==> src/mefr_pkg.sv <==
package mefr_pkg;

  // bits in one frame byte
  localparam int unsigned BitsPerByte = 8;

  // configuration register indexes
  typedef enum logic [2:0] {
    RegShortLow  = 3'd0,
    RegShortHigh = 3'd1,
    RegLongLow   = 3'd2,
    RegLongHigh  = 3'd3,
    RegPreamble  = 3'd4
  } reg_idx_t;

  // result event codes
  typedef enum logic [2:0] {
    EvPayload    = 3'd0,
    EvFrameGood  = 3'd1,
    EvCheckBad   = 3'd2,
    EvTimingErr  = 3'd3,
    EvPreambleBad = 3'd4,
    EvUnknownType = 3'd5
  } event_t;

  // frame type bytes
  localparam logic [7:0] TypeText   = 8'd1;
  localparam logic [7:0] TypeBitmap = 8'd2;

  // configuration registers as seen by the decoder
  typedef struct packed {
    logic [15:0] short_low;
    logic [15:0] short_high;
    logic [15:0] long_low;
    logic [15:0] long_high;
    logic [7:0]  preamble_byte;
  } cfg_t;

  // what the line machine tells the frame parser for one edge
  typedef struct packed {
    logic clear;       // drop frame and bit buffer
    logic push;        // push bit without parsing
    logic feed;        // push bit and run the parser
    logic timing_err;  // bad interval outside idle
    logic bit_val;
  } line_ev_t;

  // one result item
  typedef struct packed {
    event_t     event_res;
    logic [7:0] data_byte;
    logic [7:0] byte_index;
    logic [7:0] frame_type;
    logic [7:0] size_first;
    logic [7:0] size_second;
  } result_t;

endpackage

==> src/mefr_line.sv <==
module mefr_line (
  input  logic              clk,
  input  logic              rst,
  input  logic              step,
  input  logic [15:0]       interval,
  input  logic              line_level,
  input  mefr_pkg::cfg_t    cfg,
  input  logic              frame_finish,
  output mefr_pkg::line_ev_t ev
);
  import mefr_pkg::*;

  typedef enum logic [2:0] {
    LpIdle  = 3'd0,
    LpStart = 3'd1,
    LpAlt   = 3'd2,
    LpRep1  = 3'd3,
    LpRep2  = 3'd4
  } line_phase_t;

  line_phase_t line_phase, line_phase_next;
  logic        current_bit, current_bit_next;
  logic        is_short, is_long;

  // interval windows
  assign is_short = (interval >= cfg.short_low) && (interval <= cfg.short_high);
  assign is_long  = (interval >= cfg.long_low) && (interval <= cfg.long_high);

  // manchester decode of one classed interval
  always_comb begin
    ev               = '0;
    line_phase_next  = line_phase;
    current_bit_next = current_bit;
    case (line_phase)
      LpStart: begin
        if (is_short || !is_long) begin
          ev.timing_err = 1'b1;
        end else begin
          current_bit_next = ~current_bit;
          ev.push          = 1'b1;
          ev.bit_val       = ~current_bit;
          line_phase_next  = LpAlt;
        end
      end
      LpAlt: begin
        if (is_long) begin
          current_bit_next = ~current_bit;
          ev.feed          = 1'b1;
          ev.bit_val       = ~current_bit;
        end else if (is_short) begin
          line_phase_next = LpRep1;
        end else begin
          ev.timing_err = 1'b1;
        end
      end
      LpRep1: begin
        if (!is_short) begin
          ev.timing_err = 1'b1;
        end else begin
          ev.feed         = 1'b1;
          ev.bit_val      = current_bit;
          line_phase_next = LpRep2;
        end
      end
      LpRep2: begin
        if (is_short) begin
          line_phase_next = LpRep1;
        end else if (is_long) begin
          current_bit_next = ~current_bit;
          ev.feed          = 1'b1;
          ev.bit_val       = ~current_bit;
          line_phase_next  = LpAlt;
        end else begin
          ev.timing_err = 1'b1;
        end
      end
      default: begin
        // idle: noise and gaps clear silently, a long edge opens a frame
        ev.clear = 1'b1;
        if (!is_short && is_long) begin
          current_bit_next = line_level;
          ev.push          = 1'b1;
          ev.bit_val       = line_level;
          line_phase_next  = LpStart;
        end else begin
          line_phase_next = LpIdle;
        end
      end
    endcase
    if (ev.timing_err || frame_finish) begin
      line_phase_next = LpIdle;
    end
  end

  // phase and bit state
  always_ff @(posedge clk) begin
    if (rst) begin
      line_phase  <= LpIdle;
      current_bit <= 1'b0;
    end else if (step) begin
      line_phase  <= line_phase_next;
      current_bit <= current_bit_next;
    end
  end

  a_err_excl: assert property (@(posedge clk) disable iff (rst)
    !(ev.timing_err && (ev.feed || ev.push)))
    else $error("timing error together with a bit");

  a_start_from_idle: assert property (@(posedge clk) disable iff (rst)
    (line_phase == LpStart && $past(line_phase) != LpStart)
      |-> $past(line_phase == LpIdle))
    else $error("start phase not entered from idle");

endmodule

==> src/mefr_frame.sv <==
module mefr_frame (
  input  logic               clk,
  input  logic               rst,
  input  logic               step,
  input  mefr_pkg::line_ev_t ev,
  input  logic [7:0]         preamble_byte,
  output logic               frame_finish,
  output logic               res_valid,
  output mefr_pkg::result_t  res
);
  import mefr_pkg::*;

  typedef enum logic [2:0] {
    FpPre   = 3'd0,
    FpType  = 3'd1,
    FpSize  = 3'd2,
    FpData  = 3'd3,
    FpCheck = 3'd4
  } frame_phase_t;

  frame_phase_t frame_phase, frame_phase_next;
  logic [7:0]   bit_shift, bit_shift_next;
  logic [3:0]   bit_count, bit_count_next;
  logic [8:0]   byte_count, byte_count_next;
  logic [7:0]   frame_kind, frame_kind_next;
  logic [7:0]   first_size, first_size_next;
  logic [7:0]   second_size, second_size_next;
  logic [7:0]   running_sum, running_sum_next;

  logic         byte_done;
  logic [7:0]   byte_val;
  logic [7:0]   idx;
  logic         do_clear;

  // bit packer, msb first, byte taken when its ninth bit shows up
  always_comb begin
    byte_done = (bit_count >= 4'(BitsPerByte));
    byte_val  = bit_shift;
  end

  assign idx = byte_count[7:0];

  // frame parser
  always_comb begin
    frame_phase_next = frame_phase;
    bit_shift_next   = bit_shift;
    bit_count_next   = bit_count;
    byte_count_next  = byte_count;
    frame_kind_next  = frame_kind;
    first_size_next  = first_size;
    second_size_next = second_size;
    running_sum_next = running_sum;
    do_clear         = 1'b0;
    frame_finish     = 1'b0;
    res_valid        = 1'b0;
    res.event_res    = EvPayload;
    res.data_byte    = '0;
    res.byte_index   = '0;
    res.frame_type   = frame_kind;
    res.size_first   = first_size;
    res.size_second  = second_size;

    if (ev.push || ev.feed) begin
      if (byte_done) begin
        bit_shift_next = {7'b0, ev.bit_val};
        bit_count_next = 4'd1;
      end else begin
        bit_shift_next = {bit_shift[6:0], ev.bit_val};
        bit_count_next = bit_count + 4'd1;
      end
    end

    if (ev.clear) begin
      do_clear = 1'b1;
    end else if (ev.timing_err) begin
      res_valid     = 1'b1;
      res.event_res = EvTimingErr;
      do_clear      = 1'b1;
    end else if (ev.feed) begin
      case (frame_phase)
        FpType: begin
          if (byte_done) begin
            frame_kind_next = byte_val;
            if (byte_val != TypeText && byte_val != TypeBitmap) begin
              res_valid      = 1'b1;
              res.event_res  = EvUnknownType;
              res.frame_type = byte_val;
              frame_finish   = 1'b1;
              do_clear       = 1'b1;
            end else begin
              frame_phase_next = FpSize;
              byte_count_next  = '0;
            end
          end
        end
        FpSize: begin
          if (byte_done) begin
            if (byte_count == '0) begin
              first_size_next  = byte_val;
              second_size_next = '0;
            end else begin
              second_size_next = byte_val;
            end
            if (byte_count == '0 && frame_kind == TypeBitmap) begin
              byte_count_next = 9'd1;
            end else begin
              frame_phase_next = FpData;
              byte_count_next  = '0;
              running_sum_next = '0;
            end
          end
        end
        FpData: begin
          if (byte_done) begin
            // payload adds, checksum subtracts
            if (idx < first_size) begin
              running_sum_next = running_sum + byte_val;
            end else begin
              running_sum_next = running_sum - byte_val;
              frame_phase_next = FpCheck;
            end
            byte_count_next = byte_count + 9'd1;
            res_valid       = 1'b1;
            res.data_byte   = byte_val;
            res.byte_index  = idx;
          end
        end
        FpCheck: begin
          res_valid     = 1'b1;
          res.event_res = (running_sum == '0) ? EvFrameGood : EvCheckBad;
          frame_finish  = 1'b1;
          do_clear      = 1'b1;
        end
        default: begin
          if (byte_done) begin
            if (byte_val != preamble_byte) begin
              res_valid     = 1'b1;
              res.event_res = EvPreambleBad;
              frame_finish  = 1'b1;
              do_clear      = 1'b1;
            end else begin
              frame_phase_next = FpType;
              byte_count_next  = '0;
            end
          end
        end
      endcase
    end

    // clear keeps a start bit pushed in the same edge
    if (do_clear) begin
      frame_phase_next = FpPre;
      byte_count_next  = '0;
      frame_kind_next  = '0;
      first_size_next  = '0;
      second_size_next = '0;
      running_sum_next = '0;
      if (ev.clear && ev.push) begin
        bit_shift_next = {7'b0, ev.bit_val};
        bit_count_next = 4'd1;
      end else begin
        bit_shift_next = '0;
        bit_count_next = '0;
      end
    end
  end

  // frame state
  always_ff @(posedge clk) begin
    if (rst) begin
      frame_phase <= FpPre;
      bit_shift   <= '0;
      bit_count   <= '0;
      byte_count  <= '0;
      frame_kind  <= '0;
      first_size  <= '0;
      second_size <= '0;
      running_sum <= '0;
    end else if (step) begin
      frame_phase <= frame_phase_next;
      bit_shift   <= bit_shift_next;
      bit_count   <= bit_count_next;
      byte_count  <= byte_count_next;
      frame_kind  <= frame_kind_next;
      first_size  <= first_size_next;
      second_size <= second_size_next;
      running_sum <= running_sum_next;
    end
  end

  a_bit_count: assert property (@(posedge clk) disable iff (rst)
    bit_count <= 4'(BitsPerByte))
    else $error("bit count beyond one byte");

  a_payload_bound: assert property (@(posedge clk) disable iff (rst)
    (frame_phase == FpData) |-> (byte_count <= {1'b0, first_size}))
    else $error("payload index past checksum position");

endmodule

==> src/manchester_edge_frame_receiver.sv <==
// Manchester edge frame receiver. Each transfer on the slave side is one line
// edge (ticks since the previous edge and the new line level); an edge is
// taken every clock cycle unless the result side stalls, and its result, if
// any, appears on the master side through the input register, then the
// result register. The interval compares and line and frame state update are
// combinational between them, setting the rate at one edge per unstalled cycle.
// An edge yields at most one result: a payload or checksum byte (event 0) or
// a verdict (1 frame good, 2 checksum bad, 3 timing error, 4 preamble bad,
// 5 unknown type). Configuration writes are taken at any time with ready
// held high, but should be made only while no edge is in flight.
module manchester_edge_frame_receiver (
  input  logic        clk,
  input  logic        rst,
  // edge input
  input  logic        s_tvalid,
  output logic        s_tready,
  input  logic [23:0] s_tdata,   // interval[15:0], line_level[16], zero pad
  // result output
  output logic        m_tvalid,
  input  logic        m_tready,
  output logic [39:0] m_tdata,   // data_byte, byte_index, frame_type,
                                 // size_first, size_second
  output logic [2:0]  m_tuser,   // event_res
  // configuration writes
  input  logic        cfg_valid,
  output logic        cfg_ready,
  input  logic [2:0]  cfg_index,
  input  logic [15:0] cfg_data
);
  import mefr_pkg::*;

  cfg_t              cfg;
  logic              in_valid;
  logic [15:0]       in_interval;
  logic              in_level;
  logic              fire;
  line_ev_t          ev;
  logic              frame_finish;
  logic              res_valid;
  result_t           res;

  // configuration registers
  assign cfg_ready = 1'b1;

  always_ff @(posedge clk) begin
    if (rst) begin
      cfg.short_low     <= 16'd750;
      cfg.short_high    <= 16'd1250;
      cfg.long_low      <= 16'd1750;
      cfg.long_high     <= 16'd2250;
      cfg.preamble_byte <= 8'd170;
    end else if (cfg_valid) begin
      case (cfg_index)
        RegShortLow:  cfg.short_low     <= cfg_data;
        RegShortHigh: cfg.short_high    <= cfg_data;
        RegLongLow:   cfg.long_low      <= cfg_data;
        RegLongHigh:  cfg.long_high     <= cfg_data;
        RegPreamble:  cfg.preamble_byte <= cfg_data[7:0];
        default: ;
      endcase
    end
  end

  // process the held edge when the result slot is free or draining
  assign fire     = in_valid && (!m_tvalid || m_tready);
  assign s_tready = !in_valid || fire;

  // input register
  always_ff @(posedge clk) begin
    if (rst) begin
      in_valid <= 1'b0;
    end else if (s_tready) begin
      in_valid <= s_tvalid;
    end
  end

  always_ff @(posedge clk) begin
    if (s_tready && s_tvalid) begin
      in_interval <= s_tdata[15:0];
      in_level    <= s_tdata[16];
    end
  end

  mefr_line u_line (
    .clk          (clk),
    .rst          (rst),
    .step         (fire),
    .interval     (in_interval),
    .line_level   (in_level),
    .cfg          (cfg),
    .frame_finish (frame_finish),
    .ev           (ev)
  );

  mefr_frame u_frame (
    .clk           (clk),
    .rst           (rst),
    .step          (fire),
    .ev            (ev),
    .preamble_byte (cfg.preamble_byte),
    .frame_finish  (frame_finish),
    .res_valid     (res_valid),
    .res           (res)
  );

  // result register
  always_ff @(posedge clk) begin
    if (rst) begin
      m_tvalid <= 1'b0;
    end else if (fire) begin
      m_tvalid <= res_valid;
    end else if (m_tready) begin
      m_tvalid <= 1'b0;
    end
  end

  always_ff @(posedge clk) begin
    if (fire && res_valid) begin
      m_tuser <= res.event_res;
      m_tdata <= {res.size_second, res.size_first, res.frame_type,
                  res.byte_index, res.data_byte};
    end
  end

  a_verdict_no_data: assert property (@(posedge clk) disable iff (rst)
    (m_tvalid && m_tuser != EvPayload) |-> (m_tdata[15:0] == 16'd0))
    else $error("verdict carries a data byte or index");

endmodule

==> config.mk <==
export PLATFORM = sky130hd
export DESIGN_NAME = manchester_edge_frame_receiver
export DESIGN_NICKNAME = d
export VERILOG_FILES = /design/src/mefr_pkg.sv /design/src/mefr_line.sv /design/src/mefr_frame.sv /design/src/manchester_edge_frame_receiver.sv
export SDC_FILE = /design/constraint.sdc
export NUM_CORES = 1
export LEC_CHECK = 0
export BUFFER_PORTS_ARGS = -buffer_cell sky130_fd_sc_hd__buf_2
export CORE_MARGIN = 2
export CORE_UTILIZATION = 50
export CTS_CLUSTER_DIAMETER = 80
export CTS_CLUSTER_SIZE = 12
export DETAILED_ROUTE_END_ITERATION = 16
export PLACE_DENSITY = 0.78
export SLEW_MARGIN = 20
export SYNTH_ARGS = -nofsm -noshare
export SYNTH_HDL_FRONTEND = slang
export SYNTH_HIERARCHICAL = 1
export SYNTH_SLANG_ARGS = --single-unit
==> constraint.sdc <==
create_clock -name clk -period 4.98 [get_ports clk]
set_input_delay 0.747 -clock clk [delete_from_list [all_inputs] [get_ports clk]]
set_output_delay 0.747 -clock clk [all_outputs]
set_load 0.05 [all_outputs]
Yosys cells after proc, flatten, opt, wreduce, memory -nomap -nowiden
Index checks and enable logic that the tools add are counted.
Storage, ports and cells
  logic and storage cells: 246
  register bits: 194
  output and inout bits: 46
Cells by class
  order comparisons: 6
  add/subtract/negate cells: 4
  reductions and logical operators: 50
  equality and inequality tests: 31
  mux-type cells: 126
  bitwise logic cells: 6
Operators with widths (number)
  $mux 8: 36
  $mux 9: 10
  $mux 3: 24
  $mux 1: 36
  $pmux 9 s4: 1
  $ge 16x16->1: 2
  $le 16x16->1: 2
  $mux 16: 2
  $mux 26: 1
  $pmux 3 s4: 2
  $eq 3x2->1 const B: 6
  $reduce_and 6->1: 3
  $pmux 1 s4: 4
  $pmux 8 s2: 1
  $reduce_and 8->1: 2
  $reduce_bool 2->1: 8
  $mux 4: 3
  $ne 3x1->1 const B: 4
  $reduce_and 2->1: 6
  $reduce_and 10->1: 1
  $add 9x1->9 const B: 1
  $eq 3x1->1 const B: 3
  $eq 3x3->1 const B: 3
  $logic_and 1x1->1: 9
  33 further kinds: 53

Logic depth before layout (Yosys ltp)
  depth after elaboration: 11
  depth in mapped cells: 19
  depth with buffers taken out: 18

Hierarchy
The synthesis kept the hierarchy.
Modules (own cells, without submodules)
  manchester_edge_frame_receiver: cells each 341, area an instance 4747.1 um^2, instances 1, sequential area each 3283.1 um^2
  mefr_frame: cells each 447, area an instance 3530.9 um^2, instances 1, sequential area each 1121.1 um^2
  mefr_line: cells each 281, area an instance 2044.5 um^2, instances 1, sequential area each 80.1 um^2

Worst setup path after synthesis
No wires, ideal clock.
  path type: register to register
  start: reg in_interval[5]
  end: reg m_tdata[0], enable pin
  cell stages (with the launch flop): 17
  path slack: 576 ps
  period minus slack after synthesis: 4404 ps
  path buffers: 1
  arrival time: 3999 ps
  cell sequence: edfxtp_1 -> ha_1 -> a211oi_2 -> nor2_1 -> a221oi_2 -> nand2_1 -> a22oi_2 -> and2_1 -> o21ai_0 -> o21ai_0 -> clkbuf_1 -> nand2_1 -> a21oi_1 -> a21o_1 -> o21ai_0 -> a21oi_1 -> and3_1
RTL lines
  from (decl): RTL line manchester_edge_frame_receiver.sv:34  | logic [15:0] in_interval;
  from (signal assigned): RTL line manchester_edge_frame_receiver.sv:79  | in_interval <= s_tdata[15:0];
  to (signal assigned): RTL line manchester_edge_frame_receiver.sv:120  | m_tdata <= {res.size_second, res.size_first, res.frame_type,
  to (decl): RTL line manchester_edge_frame_receiver.sv:21  | output logic [39:0] m_tdata,

==> results.md <==
* Post-CTS setup buffer count at 0
* Nets at 1266
* Cts hold-fix bufs at 0
* Part of the Yosys area used for sequential elements at 43.44%
* Wire per inst at 16.12 µm
* Area taken by flip-flops and latches at 4484 µm²
* Maxcap violations at 0
* Core area at 20230 µm²
* First-pass DRT Iterations at 7
* Critical Path Source: in_interval[15]$_DFFE_PP_
* Die Wd at 147.7 µm
* Startpoint Class: flop
* Post-synth EDFFs at 60
* CP bufs+invs at 1
* Drt via density at 5.566
* Lkg Pwr at 5.028 nW
* Placement Rows at 52
* Post-route minimum period at 4.559 ns
* DRT Wirelength at 22810 µm
* Area delta synth->final at 12.01%
* Global-route wire length before repair at 37360 µm
* Top delay family on crit path: compound AO/OA/AOI/OAI gates
* Register bit total from synthesis at 194
* Synth async-reset ratio at 0%
* Worst r2r src: in_interval[15]$_DFFE_PP_
* YS warnings at 6
* Clk slew on worst S/H paths at 0.07 ns
* Peak supply drop at 0.2233 mV
* CTS sink cnt at 194
* Multi-input logic area at 5266 µm²
* Vias in the first global route at 7526
* Setup WS post-layout at 0.4213 ns
* Commonest non-fill, non-tap cell in the layout: dfxtp_1
* I/O pin count at 94
* HP Class: flop to flop
* Post-DRT Antenna Nets at 0
* Mean Syn Cell Area at 9.656 µm²
* Commonest cells after routing, fill and taps aside: 134 x dfxtp_1, 89 x inv_1, 87 x nor2_1, 85 x ha_1, 84 x buf_2
* Grt ovf at 0
* Largest net degree at the start of global routing at 86
* Die H at 147.7 µm
* Pwr Density at 282.7 nW/µm²
* Post-Route Setup TNS at 0 ns
* Unrepaired setup endpoints after global routing: false
* Crit path capture type: flop
* Fill count at 1695
* Status: finished clean
* Layout cell share with drive strength beyond 1 at 13.45%
* Fmax at 0.2194 GHz
* Syn Nets at 1203
* N_diodes at 0
* Vias at 7876
* Root buf cell: clkbuf_16
* Worst Hold Launch: u_frame/second_size[4]$_SDFFE_PP0P_
* Dpl ws at 0.5761 ns
* Drc violations at 0
* Clk buf depth at 2
* CP dominant cell by count: a21oi_1
* CP required at 5.34 ns
* Slew @ Worst Pin at 1.073 ns
* Critical path arrival at 4.92 ns
* Cts bufs inserted at 17
* Input/output buffers at 85
* Die ar. at 21810 µm²
* Worst-Skew Late Latency at 0.43 ns
* Crit-path max FO at 16
* Finish-stage setup viols at 0
* H-tree levels at 4
* Most used DFF post-synth: dfxtp_1
* Crit path kind: flop to flop
* Syn Inst Count at 1069
* Cts repair resizes at 0
* Initial antenna violation count at 0
* Crit-path cells: ha_1 -> nand4_1 -> nor2_1 -> nand4_1 -> a22oi_2 -> and2_1 -> o21ai_0 -> o21ai_0 -> buf_4 -> nand2_1 -> a21oi_1 -> a21oi_1 -> o21ai_2 -> o21ai_2 -> or4_1 -> a21oi_1
* Final Hold Viols at 0
* Tcrit/Tclk final at 91.54%
* GRT Overall Usage at 21.29%
* Initial Util at 51.01%
* Post-DP HPWL at 15760 µm
* RD Place Congestion at 0.8673
* Syn Std Cell Area at 10320 µm²
* CTS tree: yes
* Final slew viol count at 0
* CP max stage cell: or4_1
* Clock Skew at 0.008770 ns
* DR iter-0 viols at 503
* Post-synth cell types at 82
* Critical Path Max Stage Delay at 0.57 ns
* Max-slew headroom at 28.46%
## power breakdown
group | total (W) | internal, W | leakage [nW] | switching (W)
combinational | 0.000225 | 0.0000919 | 3.00 | 0.000133
clock | 0.00138 | 0.000716 | 0.289 | 0.000661
sequential | 0.00167 | 0.00164 | 1.74 | 0.0000226
## stage by stage
stage	hold WS (ns)	area (µm²)	instances	utilization [%]	total power [W]
global route	0.4598	11560	1415	57.14	0.003388
CTS	0.4430	11550	1414	57.09	0.003290
finish	0.4404	11560	1415	57.14	0.003268
global placement	0.4153	10960	1382	54.17	0.001914
detailed placement	0.4250	10960	1382	54.17	0.001922
floorplan	0.4081	10320	1069	-	0.001851
## sequential cells by signal (all words and copies together) (netlist names)
register	count
cfg	72
in_interval	16
in_level	1
in_valid	1
m_tdata	40
m_tuser	3
m_tvalid	1
u_frame/bit_count	4
u_frame/bit_shift	8
u_frame/byte_count	9
u_frame/first_size	8
u_frame/frame_kind	8
u_frame/frame_phase	3
u_frame/running_sum	8
u_frame/second_size	8
u_line/current_bit	1
u_line/line_phase	3
## synthesized netlist by cell type (18+ instances only)
master	count	share of area [%]
o21ai_0	27	1.3
nand4_1	19	1.2
nor2_1	87	3.2
ha_1	85	10
nand3_1	20	0.97
a22o_1	18	1.5
inv_1	89	3.2
nand2_1	56	2.0
clkbuf_1	41	1.5
edfxtp_1	60	17
mux2i_1	76	7.4
nand2b_1	66	4.0
a21oi_1	72	3.5
dfxtp_1	134	26
## final cells by class
cell class	instances	share of cell area, %
multi-input cells	731	45.55
flip-flops and latches	194	38.78
repair buffers	99	4.751
clock buffers	17	3.679
well taps	270	2.922
inverters	89	2.889
clock inverters	15	1.428
## metal layers
layer / track usage, % / vias up / part of all wire, %
met3: 3.364 / 28 / 4.3
met1: 28.04 / 3760 / 46
li1: - / 3895 / -
met2: 35.98 / 193 / 48
met4: 6.923 / 0 / 1.7
met5: 0 / - / 0
## worst paths after layout
kind / to / slack, ns / cells after the start
worst max-delay path: u_frame/running_sum[2]$_SDFFE_PP0P_ / 0.42 / 16
worst min-delay path: m_tdata[36]$_DFFE_PP_ / 0.44 / 0
worst max register to register: u_frame/running_sum[2]$_SDFFE_PP0P_ / 0.42 / 16
worst min register to register: m_tdata[36]$_DFFE_PP_ / 0.44 / 0
## cell families (layout without fill, tap and decap cells)
logic type / count (synthesis) / in the layout / synth area share [%]
compound gates: 187 / 187 / 12.13
xor+xnor: 24 / 24 / 2.036
fa+ha+maj: 86 / 86 / 10.50
buf+inv: 144 / 220 / 5.612
flops: 194 / 194 / 43.44
mux: 77 / 77 / 7.479
other cells: 1 / 1 / 0.03633
simple gates: 356 / 356 / 18.76
(Power assumes the default switching activity.)
